$ cat src/hdl/pks_ram.sv
// Generic single-port-write, single-port-read RAM with a registered read.
// Depends on nothing; instanced for the per-column store.
module pks_ram #(
  parameter int WIDTH = 8,
  parameter int DEPTH = 16
) (
  input  logic                                     clk,
  input  logic                                     we,
  input  logic [((DEPTH > 1) ? $clog2(DEPTH) : 1)-1:0] waddr,
  input  logic [WIDTH-1:0]                         wdata,
  input  logic [((DEPTH > 1) ? $clog2(DEPTH) : 1)-1:0] raddr,
  output logic [WIDTH-1:0]                         rdata
);

  logic [WIDTH-1:0] mem [DEPTH];

  // Write port and registered read port
  always_ff @(posedge clk) begin
    if (we) begin
      mem[waddr] <= wdata;
    end
    rdata <= mem[raddr];
  end

endmodule

$ cat config.mk
export PLATFORM = sky130hd
export DESIGN_NAME = pks_ram
export DESIGN_NICKNAME = d
export VERILOG_FILES = /design/src/hdl/pks_ram.sv
export SDC_FILE = /design/constraint.sdc
export NUM_CORES = 1
export LEC_CHECK = 0
export BUFFER_PORTS_ARGS = -buffer_cell sky130_fd_sc_hd__clkbuf_2
export CAP_MARGIN = 20
export CORE_MARGIN = 3
export CORE_UTILIZATION = 60
export CTS_CLUSTER_SIZE = 16
export DETAILED_ROUTE_END_ITERATION = 7
export GPL_ROUTABILITY_DRIVEN = 1
export HOLD_SLACK_MARGIN = 0.05
export PLACE_DENSITY = 0.78
export REMOVE_ABC_BUFFERS = 1
export SETUP_SLACK_MARGIN = 0.1
export SLEW_MARGIN = 15
export SYNTH_ARGS = -nofsm -noshare
export SYNTH_HDL_FRONTEND = slang
export SYNTH_SLANG_ARGS = --single-unit
$ cat constraint.sdc
create_clock -name clk -period 2.44 [get_ports clk]
set_input_delay 0.488 -clock clk [delete_from_list [all_inputs] [get_ports clk]]
set_output_delay 0.488 -clock clk [all_outputs]
set_load 0.01 [all_outputs]
==> results of run 1 <==
## worst reg2reg max path, cell delays in order (launching register included)
cell,delay (ps)
sky130_fd_sc_hd__edfxtp_1,380
sky130_fd_sc_hd__mux4_1,500
sky130_fd_sc_hd__a22oi_1,300
sky130_fd_sc_hd__nand2_1,80
## power by group through the flow
| stage | Clock (mW) | Combinational [mW] | Sequential [mW] |
|---|---|---|---|
| floorplan | 0 | 0.105 | 2.68 |
| global placement | 0 | 0.235 | 2.67 |
| detailed placement | 0 | 0.243 | 2.68 |
| CTS | 2.66 | 0.247 | 2.63 |
| global route | 2.76 | 0.264 | 2.63 |
| finish | 2.62 | 0.243 | 2.63 |
## worst min-delay path by stage
stage	from	endpoint	slack [ps]	depth (start not counted)
floorplan	wdata[0]	mem[0][0]	590	0
global placement	mem[8][3]	rdata[3]	650	3
detailed placement	mem[14][0]	rdata[0]	660	3
CTS	wdata[6]	mem[6][6]	390	1
global route	wdata[3]	mem[0][3]	420	1
finish	wdata[3]	mem[0][3]	400	1
## routing by layer
metal	vias to the layer above	track usage [%]	part of all wire, %
met5	-	0	0
met3	13	6.37	6.6
met2	113	33.0	51
li1	1081	-	-
met4	0	8.09	1.9
met1	1270	29.0	41
## kinds of logic (layout without fill, tap and decap cells)
| kind of cell | count (synthesis) | in the layout | synth area share (%) |
|---|---|---|---|
| muxes | 32 | 32 | 15.0 |
| buffers and inverters | 10 | 77 | 1.68 |
| DFF | 136 | 136 | 77.8 |
| AOI/OAI and AO/OA | 16 | 16 | 2.33 |
| and+or+nand+nor | 35 | 35 | 3.18 |
## cell usage in the layout, fill, tap and decap left out, types with 2 or more instances in the layout
| cell | synthesis | routed |
|---|---|---|
| sky130_fd_sc_hd__a22oi_1 | 16 | 16 |
| sky130_fd_sc_hd__buf_12 | 0 | 2 |
| sky130_fd_sc_hd__buf_4 | 1 | 18 |
| sky130_fd_sc_hd__bufinv_16 | 0 | 4 |
| sky130_fd_sc_hd__clkbuf_1 | 0 | 3 |
| sky130_fd_sc_hd__clkbuf_16 | 0 | 16 |
| sky130_fd_sc_hd__clkbuf_2 | 0 | 25 |
| sky130_fd_sc_hd__clkbuf_8 | 0 | 5 |
| sky130_fd_sc_hd__clkinv_2 | 0 | 2 |
| sky130_fd_sc_hd__dfxtp_1 | 8 | 8 |
| sky130_fd_sc_hd__edfxtp_1 | 128 | 128 |
| sky130_fd_sc_hd__mux4_1 | 14 | 14 |
| sky130_fd_sc_hd__mux4_2 | 18 | 18 |
| sky130_fd_sc_hd__nand2_1 | 9 | 9 |
| sky130_fd_sc_hd__nand2b_1 | 2 | 2 |
| sky130_fd_sc_hd__nand3b_1 | 2 | 2 |
| sky130_fd_sc_hd__nor2_1 | 13 | 13 |
| sky130_fd_sc_hd__nor3_1 | 4 | 4 |
## cell type report
cell class	count	area (sq um)	share of cell area [%]
clock inverters	8	141	2.31
well taps	105	131	2.15
clock buffers	24	480	7.86
flip-flops and latches	136	4000	65.5
multi-input cells	83	1060	17.3
repair buffers	45	300	4.91
## sequential cells by signal (all words and copies together), names as in the netlist
| signal | cells |
|---|---|
| mem | 128 |
| rdata | 8 |
==> parameters.txt, run 1 <==
Parameter                              Value

Timing
  Setup repair after global routing missed its margin ... no
  Clock Skew ... between 4 and 5 ps
  Fraction of the cycle the final worst path needs ... around three fifths
  Final setup slack of the worst path ... roughly 960 ps
  Total negative slack ... 0 ps
  Worst Tran Pin Value ... approximately 630 ps
  # setup viols final ... 0
  Hold Worst Slack ... between 400 and 500 ps
  Slew headroom ... 58.2%
  Final Hold Violating Endpoints ... 0
  Max-slew violation total from the final report ... 0
  Upper clock frequency limit ... slightly below 700 MHz
  Post-layout min period ... 1480 ps

Worst setup path
  Worst-path fanout max ... 1
  Critical Path Start Type ... flip-flop
  Top Family by Delay on Critical Path ... flip-flops
  WP depth ... 1
  Ordered list of cells on the worst path ... clkbuf_2
  Worst EP arrival ... just under 1000 ps
  Slack of the worst reg-to-reg path ... 1060 ps
  Largest stage delay on the critical path ... 340 ps
  Required @ worst endpoint ... between 1500 and 2000 ps
  Critical path endpoint category ... output pin
  Worst Setup Path Type ... flip-flop to output pin
  Reg-to-reg critical path startpoint ... mem[11][4]
  Worst path bufs/invs ... 1
  Number of cells on the worst reg-to-reg path ... 3
  Capture point of the critical path ... rdata[7]
  Slowest cell on the critical path ... sky130_fd_sc_hd__dfxtp_1
  Capture instance of the worst register-to-register path ... rdata[4]
  Critical Path Start ... rdata[7]

Routing
  Routed length per placed instance ... about 23 um
  Final WL ... around 9400 um
  First DRT Iteration DRCs ... around 230
  Detail-routed via count per cell ... 6.18
  Residual DRC count ... 0
  1st-pass router iterations ... 4
  Final ANT Viol Nets ... 0
  Overall via count from detail_route ... about 2500

CTS
  Cell at the root of the clock tree ... sky130_fd_sc_hd__clkbuf_8
  Clock tree sinks ... ~140
  Cells resized by post-CTS repair ... 0
  Hold bufs inserted after CTS ... 0
  Clock insertion delay at the later pin of the skew report ... between 500 and 600 ps
  Number of buffers added by the clock tree synthesis step ... 17
  Number of levels the H-tree was split into ... 4
  TritonCTS clock tree ... yes
  Post-CTS setup buffer count ... 0
  Maximum count of clock buffers along a single path ... 2
  Clock Pin Slew Worst Setup and Hold Paths ... 60 ps

Flow run
  Maximum Capacitance Violations ... 0

Yosys
  Mapped Area ... ~0.0051 sq mm
  Fraction of registers with async set or reset after synthesis ... 0%
  Netlist cell types ... 19
  Area share of the leading cell type in the synthesized netlist ... 74.7%
  Most used DFF post-synth ... sky130_fd_sc_hd__edfxtp_1
  Library cell occupying the most area in the post-synthesis netlist ... sky130_fd_sc_hd__edfxtp_1
  Number of instances in the synthesized netlist ... between 200 and 250
  Mean instance size in the synthesized netlist ... between 20 and 25 sq um
  Synth Warn # ... 0
  Ranking of synthesized cells by area ... sky130_fd_sc_hd__edfxtp_1 75%, sky130_fd_sc_hd__mux4_2 7.9%, sky130_fd_sc_hd__mux4_1 7.1%, sky130_fd_sc_hd__dfxtp_1 3.1%, sky130_fd_sc_hd__a22oi_1 2.3%
  Most instantiated library cell after synthesis ... sky130_fd_sc_hd__edfxtp_1
  Count of flip-flops with a built-in enable after synthesis ... ~130
  Synth top cells by count ... 128 x sky130_fd_sc_hd__edfxtp_1, 18 x sky130_fd_sc_hd__mux4_2, 16 x sky130_fd_sc_hd__a22oi_1
  Sequential area share after synthesis ... between 70% and 80%
  Number of storage elements in the synthesis netlist ... roughly 140

Cells and area
  Fillcell total ... ~460
  End-of-flow core utilization ... 74.0%
  Number of inserted diodes ... 0
  Fraction of layout cells with a size suffix above 1 ... a little under a third
  Layout-stage area growth over the synthesis result ... 18.8%
  Non-Filler Cell Area, Final ... around 0.006 sq mm
  Post-route insts no fill ... ~400
  Final net count ... roughly 300

Pwr
  Total power draw ... ~5.5 mW
  Clock network power share ... a little under half
  Relative contribution of combinational cells to total power ... 4.4%
  Int Power ... between 4 and 5 mW
  NetSw ... a little over 1 mW
  Share of power burned in registers ... between 40 and 50%
  Power density of the placed cells ... approximately 900 mW/mm^2
  Switching power share of the total ... 18.5%
  Leak pwr ... around 2.1 nW
  Maximum vdd ir drop ... slightly above 0.5 mV

Placement
  Total of buffers placed on input and output ports ... 25
  Instance area after placement ... ~0.0055 sq mm
  Placed cells ... 369
  DP HPWL ... approximately 5700 um
  Routability cong. ... 0.769
  Worst slack at placement ... between 400 and 500 ps

Hold path
  Tightest Hold Check Type ... input pin to flip-flop

Floorplanning
  DIE HEIGHT ... 98.6 um
  Effective utilization at floorplan ... between 60 and 70%
  Core ar. ... ~0.0083 sq mm
  Row count ... 33
  Number of top-level pins ... 26
  Die area ... a little under 0.01 sq mm
  Die outline width ... a little under 100 um

GRT
  Pin count of the biggest net entering global routing ... 33
  Vias in the first global route ... about 2500
  Initial antenna violation count ... 0
  Total routing usage reported by global routing ... between 20% and 30%
  Global-route wire length before repair ... about 15000 um
  Global route total overflow ... 0

Outcome
  Run status ... finished clean
(Power assumes the default switching activity.)
==> run 2, diff against run 1 <==
==> constraint.sdc (replaced) <==
create_clock -name clk -period 1.4 [get_ports clk]
set_input_delay 0.28 -clock clk [delete_from_list [all_inputs] [get_ports clk]]
set_output_delay 0.28 -clock clk [all_outputs]
set_load 0.01 [all_outputs]
==> run 2 against run 1 <==
Wire length up 13%; sequential cell count unchanged; final cell count up 3.7%; setup slack worse by 860 ps; sequential power up 75%; first-iteration DRC count up 84%; via count up 5.5%; global-route usage up 2.6 points; clock skew up 0.81 ps; power up 74%; register-to-register slack worse by 960 ps; combinational power up 100%.
==> parameters.txt, run 2 (synthesis results as in run 1) <==
Parameter                              Value

Cells and area
  Largest regs ... mem x128, rdata x8 (unchanged)
  Highest-count cells in the layout ignoring fill and taps ... 128 x sky130_fd_sc_hd__edfxtp_1, 33 x sky130_fd_sc_hd__buf_4, 27 x sky130_fd_sc_hd__mux4_2 (was 128 x sky130_fd_sc_hd__edfxtp_1, 25 x sky130_fd_sc_hd__clkbuf_2, 18 x sky130_fd_sc_hd__mux4_2, 18 x sky130_fd_sc_hd__buf_4)
  Fillcell total ... 454 (was 456)
  Fraction of layout cells with a size suffix above 1 ... 42.8% (was 31.1%)
  Number of flip-flops under the largest register name ... 128 (unchanged)
  Most frequent standard cell in the layout excluding fill and tap cells ... sky130_fd_sc_hd__edfxtp_1 (unchanged)
  Final net count ... 316 (was 301)
  Layout-stage area growth over the synthesis result ... 21.3% (was 18.8%)
  Number of inserted diodes ... 0 (unchanged)
  Register ranked first by flip-flop count ... mem (unchanged)

CTS
  Clock insertion delay at the later pin of the skew report ... 520 ps (was 510 ps)
  Clock Pin Slew Worst Setup and Hold Paths ... 60 ps (about the same)
  Number of buffers added by the clock tree synthesis step ... 17 (unchanged)
  Hold bufs inserted after CTS ... 0 (unchanged)
  Maximum count of clock buffers along a single path ... 2 (unchanged)
  TritonCTS clock tree ... yes (unchanged)
  Number of levels the H-tree was split into ... 4 (unchanged)
  Cell at the root of the clock tree ... sky130_fd_sc_hd__clkbuf_8 (unchanged)
  Clock tree sinks ... 136 (unchanged)
  Post-CTS setup buffer count ... 0 (unchanged)

Routing
  Detail-routed via count per cell ... 6.28 (was 6.18)
  Routed length per placed instance ... 25.4 um (was 23.4 um)
  Final WL ... 10600 um (was 9370 um)
  1st-pass router iterations ... 4 (unchanged)
  First DRT Iteration DRCs ... 428 (was 232)
  Residual DRC count ... 0 (unchanged)
  Final ANT Viol Nets ... 0 (unchanged)
  Overall via count from detail_route ... 2613 (was 2477)

Timing
  # setup viols final ... 0 (unchanged)
  Final Hold Violating Endpoints ... 0 (unchanged)
  Worst Tran Pin Value ... 914 ps (was 625 ps)
  Slew headroom ... 38.8% (was 58.2%)
  Final setup slack of the worst path ... 103 ps (was 964 ps)
  Upper clock frequency limit ... between 700 and 800 MHz
  Setup repair after global routing missed its margin ... yes (was no)
  Max-slew violation total from the final report ... 0 (unchanged)
  Fraction of the cycle the final worst path needs ... between 90% and 100%
  Clock Skew ... 5.64 ps (was 4.83 ps)
  Post-layout min period ... between 1000 and 1500 ps

Outcome
  Run status ... finished clean (unchanged)

Worst setup path
  Worst-path fanout max ... 1 (unchanged)
  Required @ worst endpoint ... 1800 ps (was 1950 ps)
  Critical Path Start Type ... flip-flop (unchanged)
  Worst Setup Path Type ... flip-flop to flip-flop (was flip-flop to output pin)
  Critical Path Start ... mem[9][7] (was rdata[7])
  Reg-to-reg critical path startpoint ... mem[9][7] (was mem[11][4])
  Worst EP arrival ... 1700 ps (was 990 ps)
  Critical path endpoint category ... flip-flop (was output pin)

Floorplanning
  Die outline width ... 98.6 um (unchanged)
  Effective utilization at floorplan ... 62.3% (unchanged)
  Row count ... 33 (unchanged)
  DIE HEIGHT ... 98.6 um (unchanged)
  Number of top-level pins ... 26 (unchanged)
  Core ar. ... 0.00826 sq mm (unchanged)
  Die area ... 0.00973 sq mm (unchanged)

Flow run
  Maximum Capacitance Violations ... 0 (unchanged)

Placement
  Total of buffers placed on input and output ports ... 25 (unchanged)
  Worst slack at placement ... -298 ps (was 475 ps)
  DP HPWL ... 6430 um (was 5680 um)
  Routability cong. ... 0.753 (was 0.769)

Pwr
  Power density of the placed cells ... 1530 mW/mm^2 (was 899 mW/mm^2)
  Leak pwr ... 2.15 nW (was 2.12 nW)
  Maximum vdd ir drop ... 0.905 mV (was 0.507 mV)
  Total power draw ... 9.59 mW (was 5.49 mW)

GRT
  Total routing usage reported by global routing ... 23.8% (was 21.2%)
  Global-route wire length before repair ... 16400 um (was 14700 um)
  Initial antenna violation count ... 0 (unchanged)
  Global route total overflow ... 0 (unchanged)
  Pin count of the biggest net entering global routing ... 23 (was 33)
  Vias in the first global route ... 2713 (was 2549)

Hold path
  Tightest Hold Check Type ... input pin to flip-flop (unchanged)
  Startpoint of the most critical hold path ... wdata[5] (was wdata[3])
run 2: power breakdown:
part / total, mW / switching, mW / leakage, nW / internal, mW
registers: 4.59 / 0.0353 / 1.22 / 4.56
clock network: 4.51 / 1.61 / 0.296 / 2.90
logic: 0.485 / 0.266 / 0.635 / 0.219
run 2: per-layer routing:
layer  vias to the layer above  wire, um  track usage, %
met5                         -         0               0
met2                       130      5170            35.5
li1                       1107         -               -
met1                      1349      4290            34.2
met3                        27       843            6.30
met4                         0       253            9.98
run 2: worst max-delay path, stage by stage, from the launching register on:
cell	delay [ps]
sky130_fd_sc_hd__edfxtp_1	370
sky130_fd_sc_hd__mux4_2	450
sky130_fd_sc_hd__a22oi_1	280
sky130_fd_sc_hd__nand2_1	80
run 2: area by class of cell:
type | instances | area, sq um | share of cell area, %
flip-flops and latches | 136 | 4010 | 64.2
multi-input cells | 83 | 1070 | 17.1
clock buffers | 21 | 469 | 7.51
repair buffers | 60 | 425 | 6.81
clock inverters | 11 | 145 | 2.32
well taps | 105 | 131 | 2.10
run 2: worst paths after layout:
path,endpoint,slack [ps],depth (start not counted)
setup / recovery,rdata[7],100,3
hold / removal,mem[8][5],180,1
setup reg to reg,rdata[7],100,3
hold reg to reg,rdata[4],690,3
run 2: timing repair:
| item | in CTS | in global routing |
|---|---|---|
| setup endpoints to repair | 8 | 12 |
| pin swaps | 3 | 7 |
| gates resized for setup | 14 | 14 |
run 2: stage by stage:
stage | hold WS, ps | utilization [%] | TNS [ps] | instances | area, sq um
6_report | 177 | 75.6 | 0 | 416 | 6250
5_1_grt | 201 | 75.6 | 0 | 416 | 6250
4_1_cts | 166 | 75.5 | 0 | 416 | 6230
3_5_place_dp | 673 | 67.9 | -7360 | 384 | 5610
3_3_place_gp | 657 | 67.9 | -5480 | 384 | 5610
2_1_floorplan | 379 | - | -7310 | 219 | 5060
