### src/hdl/pks_pkg.sv
// Package for the patch keypoint selector: sizes, register indexes, word
// structs, the column store entry and the sequencer states.
// No dependencies; pks_div and the top level in hdl/ import it.
package pks_pkg;

  // Design limits
  localparam int MAX_PATCH_COLS = 64;
  localparam int PATCH_ROWS_MAX = 64;
  localparam int COORD_BITS     = 12;

  // Clamped frame size holds up to 2^COORD_BITS.
  localparam int WB    = COORD_BITS + 1;
  localparam int COLQ  = (MAX_PATCH_COLS > 1) ? $clog2(MAX_PATCH_COLS) : 1;
  localparam int ROWQ  = (PATCH_ROWS_MAX > 1) ? $clog2(PATCH_ROWS_MAX) : 1;
  // Quotient bits of the patch search; a clamped patch count needs one more.
  localparam int QBITS = (COLQ > ROWQ) ? COLQ : ROWQ;
  localparam int PB    = QBITS + 1;
  // Dividend of the patch search stays below frame size times patch count.
  localparam int DVB   = COORD_BITS + QBITS;
  // Products of a coordinate or patch bound with a size or count.
  localparam int PRODB = WB + PB;

  localparam int SCORE_W = 33;
  localparam int CFG_W   = 13;
  localparam int PIDX_W  = 12;

  localparam logic [WB-1:0] FRAME_MAX = {1'b1, {COORD_BITS{1'b0}}};

  // Configuration register indexes
  typedef enum logic [1:0] {
    REG_FRAME_WIDTH  = 2'd0,
    REG_FRAME_HEIGHT = 2'd1,
    REG_PATCHES_X    = 2'd2,
    REG_PATCHES_Y    = 2'd3
  } cfg_reg_t;

  typedef struct packed {
    logic        [11:0] pix_x;
    logic        [11:0] pix_y;
    logic        [31:0] tensor_xx;
    logic signed [31:0] tensor_xy;
    logic        [31:0] tensor_yy;
  } in_word_t;

  typedef struct packed {
    logic        [11:0] patch_index;
    logic        [11:0] key_x;
    logic        [11:0] key_y;
    logic        [31:0] key_xx;
    logic signed [31:0] key_xy;
    logic        [31:0] key_yy;
    logic               frame_done;
  } out_word_t;

  // One entry of the per-column store
  typedef struct packed {
    logic [SCORE_W-1:0] score;
    logic [11:0]        col;
    logic [11:0]        line;
    logic [31:0]        xx;
    logic [31:0]        xy;
    logic [31:0]        yy;
  } entry_t;

  typedef enum logic [2:0] {
    S_IDLE,
    S_PREP,
    S_LOAD,
    S_DIV,
    S_MULC,
    S_CMP
  } state_t;

endpackage

### src/hdl/pks_div.sv
// Restoring divider that finds which patch holds a coordinate, one quotient
// bit a cycle. Depends on pks_pkg.
module pks_div import pks_pkg::*; (
  input  logic             clk,
  input  logic             rst,
  input  logic             start,
  input  logic [DVB-1:0]   dividend,
  input  logic [WB-1:0]    divisor,
  output logic [QBITS-1:0] quotient,
  output logic             done
);

  localparam int CNT_W = $clog2(QBITS + 1);

  logic [COORD_BITS-1:0] rem;
  logic [COORD_BITS-1:0] rem_next;
  logic [QBITS-1:0]      quo;
  logic [QBITS-1:0]      quo_next;
  logic [CNT_W-1:0]      cnt;
  logic [WB-1:0]         trial;
  logic [WB-1:0]         diff;
  logic                  fits;
  logic [QBITS:0]        shifted;

  // One restoring step: bring down the next dividend bit and try the divisor.
  // The quotient is known to fit QBITS bits, so the upper dividend bits
  // start out below the divisor.
  always_comb begin
    trial    = {rem, quo[QBITS-1]};
    diff     = trial - divisor;
    fits     = (trial >= divisor);
    rem_next = fits ? diff[COORD_BITS-1:0] : trial[COORD_BITS-1:0];
    shifted  = {quo, fits};
    quo_next = shifted[QBITS-1:0];
  end

  // Step counter
  always_ff @(posedge clk) begin
    if (rst) begin
      cnt <= '0;
    end else if (start) begin
      cnt <= CNT_W'(QBITS);
    end else if (cnt != '0) begin
      cnt <= cnt - 1'b1;
    end
  end

  // Partial remainder and quotient shift register
  always_ff @(posedge clk) begin
    if (start) begin
      rem <= dividend[DVB-1:QBITS];
      quo <= dividend[QBITS-1:0];
    end else if (cnt != '0) begin
      rem <= rem_next;
      quo <= quo_next;
    end
  end

  assign quotient = quo;
  assign done     = (cnt == '0);

endmodule

### config.mk
export PLATFORM = sky130hd
export DESIGN_NAME = pks_div
export DESIGN_NICKNAME = d
export VERILOG_FILES = /design/src/hdl/pks_pkg.sv /design/src/hdl/pks_div.sv
export SDC_FILE = /design/constraint.sdc
export NUM_CORES = 1
export LEC_CHECK = 0
export ABC_AREA = 1
export BUFFER_PORTS_ARGS = -buffer_cell sky130_fd_sc_hd__buf_2
export CORE_MARGIN = 4
export CORE_UTILIZATION = 30
export DETAILED_ROUTE_END_ITERATION = 6
export PLACE_DENSITY = 0.51
export RECOVER_POWER = 100
export SETUP_SLACK_MARGIN = 0.4
export SLEW_MARGIN = 20
export SYNTH_ARGS = -nofsm -noshare
export SYNTH_HDL_FRONTEND = slang
export SYNTH_SLANG_ARGS = --single-unit
### constraint.sdc
create_clock -name clk -period 5 [get_ports clk]
set_input_delay 0.25 -clock clk [delete_from_list [all_inputs] [get_ports clk]]
set_output_delay 0.25 -clock clk [all_outputs]
set_load 0.01 [all_outputs]
==> results of run 1 <==
-- layer usage --
metal | track usage (%) | routed length, um | vias to the layer above
met2 | 19.9 | 1970 | 37
met5 | 0 | 0 | -
met3 | 1.32 | 154 | 5
met1 | 17.5 | 2350 | 773
li1 | - | - | 968
met4 | 3.49 | 53 | 0
-- sequential cells by signal (all words and copies together) (netlist names) --
| register | count |
|---|---|
| rem | 12 |
| quotient | 6 |
| cnt | 3 |
-- report_power, final --
part	total [mW]	switching, mW	internal (mW)
Sequential	0.269	0.0275	0.242
Clock	0.110	0.0530	0.0567
Combinational	0.417	0.261	0.156
-- cells in the final DEF, fill, tap and decap left out, drive strengths merged --
cell	count
clkinv	1
nand4	13
nand2	119
o21ai	2
dfxtp	3
nor2	14
buf	32
fa	1
edfxtp	18
nand3b	3
a21oi	9
a31oi	1
nand3	23
clkbuf	12
ha	15
xnor2	4
inv	51
and2	1
-- cell type report --
class,count,share of cell area (%)
tap,75,4.33
multi-input combinational,205,48.1
timing repair buffer,40,8.78
sequential,21,27.7
clock buffer,4,2.08
inverter,52,9.01
-- stage by stage --
| stage | worst slack [ps] | util (%) | instance area [sq um] | hold slack (ps) |
|---|---|---|---|---|
| final | 2030 | 36.2 | 2170 | 174 |
| after CTS | 2510 | 36.5 | 2180 | 169 |
| after global placement | 2560 | 35.7 | 2140 | 446 |
| after floorplan | 3080 | - | 1880 | 319 |
| after detailed placement | 2520 | 35.7 | 2140 | 448 |
| after global routing | 1720 | 36.2 | 2170 | 163 |
-- how the worst max path moves through the flow --
| stage | slack [ps] | cells after the start | startpoint | to |
|---|---|---|---|---|
| 5_1_grt | 1720 | 11 | rem[7]$_DFFE_PP_ | rem[11]$_DFFE_PP_ |
| 3_5_place_dp | 2520 | 11 | rem[7]$_DFFE_PP_ | rem[11]$_DFFE_PP_ |
| 3_3_place_gp | 2560 | 11 | rem[7]$_DFFE_PP_ | rem[11]$_DFFE_PP_ |
| 6_report | 2030 | 11 | rem[7]$_DFFE_PP_ | rem[11]$_DFFE_PP_ |
| 2_1_floorplan | 3080 | 12 | quotient[5]$_DFFE_PP_ | rem[6]$_DFFE_PP_ |
| 4_1_cts | 2510 | 11 | rem[7]$_DFFE_PP_ | rem[11]$_DFFE_PP_ |
-- cells by family (layout without fill, tap and decap cells) --
| kind of cell | count (synthesis) | after routing | synth area share [%] |
|---|---|---|---|
| fa+ha+maj | 16 | 16 | 11.0 |
| buf+inv | 59 | 96 | 12.4 |
| compound gates | 12 | 12 | 3.46 |
| xor+xnor | 4 | 4 | 1.86 |
| simple gates | 173 | 173 | 39.4 |
| flops | 21 | 21 | 31.9 |
==> out/metrics.csv, run 1 <==
stage,metric,value,unit
route,num_vias,1783,
die,die_w,87.2,um
placed_design,io_buffer_count,40,
die,io_pins,41,
global_routing,grt.overflow.total,0,
sta,slew_headroom,38.2,%
global_routing,antenna_found_initial,0,
cts,cts.sinks,21,
die,core,5990,sq um
cts,h-tree-depth,1,
global_routing,grt_pass1_wl,7590,um
sta,fin_crit_sh,59.4,%
hold_path,worstHoldPathType,input port to flop,
setup_path,worstPathBufferInverterCount,1,
cts,clk_latency,260,ps
final_layout,multiInputGateArea,1040,sq um
die,rows,28,
setup_path,path_delay_family,simple AND/OR/NAND/NOR gates,
cts,post_cts_resized,0,
global_routing,track_usage,12.3,%
sta,setup_viol,0,
final_layout,area_growth,15.0,%
final_layout,regArea,601,sq um
route,totalWireLength,4530,um
outcome,status,"finished, final reports clean",
setup_path,rr_worst_depth,11,
cts,cts_tree,yes,
yosys,synthTopCellsByCount,"117 x nand2_1, 51 x inv_1, 21 x nand3_1",
die,chipHeight,87.2,um
yosys,syn-cell-area,1880,sq um
yosys,ys_types,23,
power,power,0.796,mW
setup_path,crit_slowest_cell,a21oi_1,
sta,fin_crit,2970,ps
route,ant_nets,0,
sta,worst_slew_pin_slew,928,ps
yosys,yosys.area.top_type_share,28.7,%
route,drc,0,
sta,finalHoldViolations,0,
global_routing,grt_max_degree,23,
setup_path,r2r_end,rem[11]$_DFFE_PP_,
setup_path,cp_max_fo,13,
cts,clk_pin_slew,70,ps
final_layout,diodes,0,
die,dieArea,7610,sq um
job,cap_violations,0,
placed_design,dp_hpwl,3680,um
cts,cts_buffers,3,
power,p_per_area,367,nW/um^2
hold_path,whs_path_depth,2,
yosys,ys_warn_count,0,
power,ir_drop,177,uV
final_layout,final_cells,397,
setup_path,setup.worst_path.class,flop to flop,
sta,clock_skew,2.68,ps
yosys,synth_edf_count,18,
setup_path,cp.required,5020,ps
cts,cts_buffer_depth,2,
setup_path,regToRegStartpoint,rem[7]$_DFFE_PP_,
route,drt_iter0_markers,121,
route,drtPass1Iterations,4,
die,initial_utilization,31.4,%
cts,cts_root_buf,clkbuf_8,
setup_path,worst_path_most_repeated_cell,nand2_1,
setup_path,end_kind,flop,
yosys,postSynthRegisterBits,21,
yosys,synth_cells,285,
yosys,yosys.area.top_type,edfxtp_1,
yosys,synthFlopType,edfxtp_1,
hold_path,hp-start,rst,
sta,slew_viol_final,0,
final_layout,nets,373,
final_layout,drive_gt1_share,12.1,%
sta,max_freq,0.337,GHz
yosys,seq_area_frac_synth,31.9,%
cts,post_cts_buffers,0,
placed_design,gp_congestion,0.830,
setup_path,start_kind,flop,
route,via_per_inst,4.49,
yosys,yosys-top-cells-area,"edfxtp_1 29%, nand2_1 23%, inv_1 10%",
yosys,synth_most_common_cell,nand2_1,
sta,rsz0062_at_grt,no,
setup_path,max_stage_delay,640,ps
sta,finalSetupTns,0,ps
route,wl_per_cell,11.4,um
final_layout,fillCellCount,675,
setup_path,rrSetupSlack,2030,ps
yosys,syn_avg_cell_area,6.61,sq um
yosys,synth_nets,335,
hold_path,worstHoldEndpoint,cnt[1]$_SDFFE_PP0P_,
global_routing,grt_pass1_vias,1727,
setup_path,worstPathCellList,ha_1 > nand2_1 > inv_1 > nand2_1 > nand2_1 > a21oi_1 > nand3_1 > nand2_1 > nand2_1 > nand2_1 > nand2_1,
cts,ctsHoldBuffers,0,
power,p_leak,1.22,nW
setup_path,crit_arrival,2990,ps
placed_design,dpl.cell_count,393,
yosys,async_flop_share,0,%
Note: power is estimated with default switching activity, not from simulation.
==> inputs of run 2 (changes only) <==
--- a/config.mk
+++ b/config.mk
@@ -10,7 +10,7 @@
 export CORE_MARGIN = 4
 export CORE_UTILIZATION = 30
 export DETAILED_ROUTE_END_ITERATION = 6
-export PLACE_DENSITY = 0.51
+export PLACE_DENSITY = 0.53
 export RECOVER_POWER = 100
 export SETUP_SLACK_MARGIN = 0.4
 export SLEW_MARGIN = 20
==> constraint.sdc (replaced) <==
create_clock -name clk -period 2.4 [get_ports clk]
set_input_delay 0.12 -clock clk [delete_from_list [all_inputs] [get_ports clk]]
set_output_delay 0.12 -clock clk [all_outputs]
set_load 0.01 [all_outputs]
==> run 2 against run 1 <==
Clock-buffer cell count is the same. Final cell count up 3.3%. Hold slack lost 120 ps. Clock skew is essentially flat. Non-clock buffer count rose by 12. Sequential power increased by 120%. Final area up 15%.
==> out/metrics.csv, run 2 (same netlist as run 1, synthesis figures left out) <==
stage,metric,value,unit,change
power,seq_power_share,30.3,%,-3.5 points
power,p_int,1.10,mW,+140%
placed_design,dp_hpwl,3650,um,-0.86%
cts,cts_buffers,3,,unchanged
die,rows,28,,unchanged
outcome,status,"finished, final reports clean",,
sta,clock_skew,2.30,ps,-0.372 ps
power,switching_share,42.6,%,-0.33 points
power,p_sw,0.818,mW,+140%
placed_design,io_buffer_count,40,,unchanged
placed_design,dpl.cell_count,398,,+1.3%
die,die_w,87.2,um,unchanged
setup_path,crit_arrival,2100,ps,-890 ps
route,drc,0,,unchanged
route,via_per_inst,4.64,,+3.3%
final_layout,final_util,41.7,%,+5.5 points
cts,h-tree-depth,1,,unchanged
power,p_leak,1.31,nW,+7.2%
sta,setup_viol,0,,unchanged
cts,cts_root_buf,clkbuf_8,,
global_routing,grt_pass1_wl,7790,um,+2.6%
hold_path,worstHoldPathType,input port to flop,,
sta,max_freq,0.480,GHz,+43%
setup_path,cp.required,2410,ps,-2610 ps
final_layout,drive_gt1_share,23.3,%,+11 points
final_layout,area_growth,32.6,%,
global_routing,grt_pass1_vias,1812,,+4.9%
final_layout,fillCellCount,624,,-7.6%
cts,cts_tree,yes,,
power,power,1.92,mW,+140%
sta,rsz0062_at_grt,yes,,
power,p_clk_share,11.7,%,-2.1 points
final_layout,final_common_cell,nand2_1,,
cts,clk_pin_slew,70,ps,about the same
setup_path,setup.worst_path.class,flop to flop,,
route,ant_nets,0,,unchanged
global_routing,track_usage,12.6,%,+0.22 points
sta,slew_headroom,39.5,%,+1.3 points
power,p_per_area,770,nW/um^2,+110%
sta,hold_ws,54.8,ps,-119 ps
sta,setup_ws,317,ps,-1710 ps
setup_path,start_kind,flop,,
final_layout,final_area,2500,sq um,+15%
sta,finalHoldViolations,0,,unchanged
cts,cts.sinks,21,,unchanged
job,cap_violations,0,,unchanged
sta,worst_slew_pin_slew,908,ps,-19.6 ps
route,wl_per_cell,12.1,um,+5.9%
final_layout,layout_common_cells,"111 x nand2_1, 50 x inv_1, 32 x buf_2, 18 x edfxtp_1, 17 x nand3_1",,
die,initial_utilization,31.4,%,unchanged
final_layout,largest_reg_flops,12,,unchanged
final_layout,diodes,0,,unchanged
sta,finalSetupTns,0,ps,unchanged
setup_path,crit_slowest_cell,fa_1,,
route,drtPass1Iterations,5,,+1
die,io_pins,41,,unchanged
setup_path,max_stage_delay,470,ps,-170 ps
placed_design,gp_congestion,0.760,,-8.4%
setup_path,cp_max_fo,3,,-10
cts,cts_buffer_depth,2,,unchanged
power,pwr-share-comb,58.0,%,+5.6 points
placed_design,dp_slack,293,ps,-2230 ps
final_layout,largest-register,rem,,
die,chipHeight,87.2,um,unchanged
route,totalWireLength,4950,um,+9.4%
cts,clk_latency,250,ps,about the same
placed_design,place_area,2180,sq um,+1.8%
global_routing,grt.overflow.total,0,,unchanged
setup_path,worstPathCellList,inv_1 > ha_4 > inv_4 > fa_1 > nand3_2 > nand3_4 > nand2_2 > nand3b_1 > nand2_2 > nand2_2 > nand3_2 > nand2_1,,
cts,ctsHoldBuffers,0,,unchanged
sta,fin_crit,2080,ps,-887 ps
route,num_vias,1902,,+6.7%
global_routing,antenna_found_initial,0,,unchanged
final_layout,final_cells,410,,+3.3%
power,ir_drop,364,uV,+110%
sta,fin_crit_sh,86.8,%,+27 points
setup_path,worst_path_most_repeated_cell,nand2_2,,
die,core,5990,sq um,unchanged
route,drt_iter0_markers,55,,-55%
setup_path,end_kind,flop,,
global_routing,grt_max_degree,23,,unchanged
die,dieArea,7610,sq um,unchanged
sta,slew_viol_final,0,,unchanged
final_layout,nets,386,,+3.5%
## run 2: cell count changes in the layout (fill, tap and decap cells not counted), moves of 2 or more
cell / delta
nand3_2: +4
nand2_2: +5
ha_4: +12
buf_4: +8
nand3_1: -5
nand3_4: +2
nand2_1: -6
ha_1: -12
## run 2: power by group through the flow
stage / logic (mW) / clock network, mW / registers, mW
floorplan: 0.693 / 0 / 0.551
global placement: 0.902 / 0 / 0.565
detailed placement: 0.900 / 0 / 0.562
CTS: 0.950 / 0.235 / 0.557
global route: 1.27 / 0.254 / 0.591
finish: 1.12 / 0.224 / 0.582
## run 2: critical path, delay by kind of cell, from the launching register on
family        cells  cell delay [ps]
fa+ha+maj         2              630
buf+inv           2              180
flops             1              400
simple gates      8              610
## run 2: final timing paths
kind                               to  slack, ps             startpoint  cells past startpoint
setup / recovery     rem[6]$_DFFE_PP_        320  quotient[5]$_DFFE_PP_                     12
hold / removal    cnt[1]$_SDFFE_PP0P_         50                    rst                      2
setup reg to reg     rem[6]$_DFFE_PP_        320  quotient[5]$_DFFE_PP_                     12
hold reg to reg   cnt[0]$_SDFFE_PP0N_        470    cnt[0]$_SDFFE_PP0N_                      1
## run 2: final cells by class
type                    count  area, sq um  area share, %
flip-flops and latches     21          601           24.0
repair buffers             52          278           11.1
multi-input cells         206         1280           51.4
clock buffers               4         45.0           1.80
well taps                  75         93.8           3.76
inverters                  52          198           7.92
## run 2: metal layers
layer,GRT usage [%],vias to the layer above,wire [um]
li1,-,999,-
met1,17.4,861,2390
met2,20.5,34,2290
met3,1.04,8,172
met4,4.46,0,97
met5,0,-,0
## run 2: timing repair
item,CTS,global route
setup endpoints to repair,7,13
cloned,1,0
buffers inserted,2,5
resized for setup,5,35
pin swaps,3,13
==> inputs of run 3 (changes only) <==
--- a/config.mk
+++ b/config.mk
@@ -7,6 +7,7 @@
 export LEC_CHECK = 0
 export ABC_AREA = 1
 export BUFFER_PORTS_ARGS = -buffer_cell sky130_fd_sc_hd__buf_2
+export CORE_ASPECT_RATIO = 0.8
 export CORE_MARGIN = 4
 export CORE_UTILIZATION = 30
 export DETAILED_ROUTE_END_ITERATION = 6
==> run 3 against run 2 <==
Final area grew 8.9%. Clock-buffer cell count is the same. Sequential power grew 0.7%. Final cell count grew 3.9%. Critical path type unchanged. Critical endpoint is now rem[1]$_DFFE_PP_. Largest cell class unchanged. Largest power group unchanged. Highest routed layer unchanged.
==> out/metrics.csv, run 3 (same netlist as run 1, synthesis figures left out) <==
stage,metric,value,unit,change
route,totalWireLength,5180,um,+4.6%
setup_path,end_kind,flop,,
sta,max_freq,0.470,GHz,-2.2%
sta,setup_ws,270,ps,-46.2 ps
power,pwr-share-comb,62.6,%,+4.6 points
power,p_sw,0.935,mW,+14%
hold_path,worstHoldPathType,input port to flop,,
setup_path,worstPathBufferInverterCount,1,,-1
cts,cts_buffer_depth,2,,unchanged
final_layout,final_common_cell,nand2_1,,
route,drc,0,,unchanged
global_routing,grt_max_degree,23,,unchanged
cts,cts.sinks,21,,unchanged
final_layout,fillCellCount,651,,+4.3%
power,p_per_area,808,nW/um^2,+5.0%
global_routing,track_usage,12.8,%,+0.28 points
sta,finalHoldViolations,0,,unchanged
outcome,status,"finished, final reports clean",,
placed_design,gp_congestion,0.840,,+11%
sta,slew_headroom,28.6,%,-11 points
die,die_w,96.6,um,+11%
setup_path,max_stage_delay,480,ps,about the same
die,rows,25,,-11%
final_layout,drive_gt1_share,31.9,%,+8.6 points
final_layout,largest-register,rem,,
setup_path,crit_arrival,2150,ps,+50 ps
power,p_leak,1.41,nW,+8.3%
sta,clock_skew,1.45,ps,-0.852 ps
route,drtPass1Iterations,4,,-1
cts,clk_latency,260,ps,about the same
die,io_pins,41,,unchanged
placed_design,dp_slack,272,ps,-20.9 ps
placed_design,place_area,2180,sq um,+0.34%
global_routing,grt_pass1_wl,7860,um,+0.89%
route,wl_per_cell,12.2,um,+0.70%
power,ir_drop,251,uV,-31%
route,ant_nets,0,,unchanged
sta,setup_viol,0,,unchanged
setup_path,worstPathCellList,ha_1 > nand2_4 > nor2_1 > nand2_1 > nand3_4 > nand2_4 > nand3_4 > clkbuf_16 > nand2_1 > nand3_2 > nand2_1,,
power,p_clk_share,10.7,%,-1.0 points
cts,h-tree-depth,1,,unchanged
placed_design,io_buffer_count,40,,unchanged
sta,rsz0062_at_grt,yes,,
power,p_int,1.26,mW,+14%
global_routing,grt_pass1_vias,1803,,-0.50%
cts,ctsHoldBuffers,0,,unchanged
setup_path,path_delay_family,simple AND/OR/NAND/NOR gates,,
sta,slew_viol_final,0,,unchanged
final_layout,final_util,45.3,%,+3.6 points
final_layout,diodes,0,,unchanged
final_layout,largest_reg_flops,12,,unchanged
setup_path,cp_max_fo,6,,+3
route,num_vias,1930,,+1.5%
setup_path,setup.worst_path.class,flop to flop,,
sta,finalSetupTns,0,ps,unchanged
final_layout,final_area,2720,sq um,+8.9%
route,via_per_inst,4.53,,-2.3%
setup_path,cp.required,2420,ps,about the same
cts,clk_pin_slew,80,ps,about the same
sta,fin_crit,2130,ps,+46.2 ps
die,chipHeight,78.9,um,-9.6%
cts,cts_root_buf,clkbuf_8,,
cts,cts_tree,yes,,
global_routing,antenna_found_initial,0,,unchanged
cts,cts_buffers,3,,unchanged
setup_path,worst_path_most_repeated_cell,nand2_1,,
sta,fin_crit_sh,88.7,%,+1.9 points
job,cap_violations,0,,unchanged
route,drt_iter0_markers,66,,+20%
die,dieArea,7620,sq um,+0.11%
placed_design,dp_hpwl,3710,um,+1.7%
global_routing,grt.overflow.total,0,,unchanged
die,initial_utilization,31.4,%,-0.079 points
final_layout,area_growth,44.4,%,
final_layout,nets,396,,+2.6%
setup_path,start_kind,flop,,
power,switching_share,42.6,%,about the same
final_layout,layout_common_cells,"102 x nand2_1, 49 x inv_1, 33 x buf_2, 18 x edfxtp_1, 16 x buf_4",,
die,core,6010,sq um,+0.25%
power,seq_power_share,26.7,%,-3.6 points
setup_path,crit_slowest_cell,ha_1,,
sta,worst_slew_pin_slew,1070,ps,+162 ps
sta,hold_ws,43.4,ps,-11.4 ps
[run 3: changes by cell type in the layout (fill, tap and decap cells not counted), moves of 2 or more]
| cell | change |
|---|---|
| buf_4 | +8 |
| buf_6 | +2 |
| inv_2 | +2 |
| nand2_1 | -9 |
| nand2_2 | +5 |
| nand2_4 | +4 |
| nand3_1 | -8 |
| nand3_2 | +6 |
| nor2_1 | -2 |
[run 3: cell type report]
class	instances	area (sq um)	share of cell area [%]
Sequential cell	21	601	22.1
Tap cell	81	101	3.73
Clock buffer	4	45.0	1.66
Multi-Input combinational cell	205	1380	50.6
Timing Repair Buffer	63	402	14.8
Inverter	52	195	7.18
[run 3: stage by stage]
step                total power [mW]  cells
floorplan                       1.24    285
global placement                1.47    404
detailed placement              1.46    404
CTS                             1.78    411
global route                    2.38    426
finish                          2.20    426
[run 3: final timing paths]
kind                            cells after the start                   to           startpoint  slack (ps)
worst min register to register                      2  cnt[1]$_SDFFE_PP0P_  cnt[1]$_SDFFE_PP0P_         490
worst max-delay path                               11     rem[1]$_DFFE_PP_     rem[3]$_DFFE_PP_         270
worst max register to register                     11     rem[1]$_DFFE_PP_     rem[3]$_DFFE_PP_         270
worst min-delay path                                2  cnt[2]$_SDFFE_PP0P_                  rst          40
[run 3: timing repair]
item | 4_1_cts | 5_1_grt
resized for setup | 5 | 60
setup buffers | 3 | 14
cloned | 0 | 1
endpoints found under the setup margin | 7 | 13
pin swaps | 2 | 25
[run 3: worst register-to-register path, cell delays in order (launching register included)]
cell       delay (ps)
edfxtp_1          450
ha_1              480
nand2_4            80
nor2_1             90
nand2_1            90
nand3_4           130
nand2_4            70
nand3_4           150
clkbuf_16         170
nand2_1            60
nand3_2            50
nand2_1            70
[run 3: routing by layer]
layer	GRT usage, %	routed length [um]
met5	0	0
met4	4.48	75
met3	2.27	274
met2	19.1	2200
met1	18.5	2630
[run 3: power by group through the flow]
| stage | Sequential (mW) | Clock [mW] | Combinational (mW) |
|---|---|---|---|
| 2_1_floorplan | 0.551 | 0 | 0.693 |
| 3_3_place_gp | 0.568 | 0 | 0.902 |
| 3_5_place_dp | 0.567 | 0 | 0.896 |
| 4_1_cts | 0.562 | 0.241 | 0.977 |
| 5_1_grt | 0.594 | 0.258 | 1.53 |
| 6_report | 0.586 | 0.236 | 1.37 |
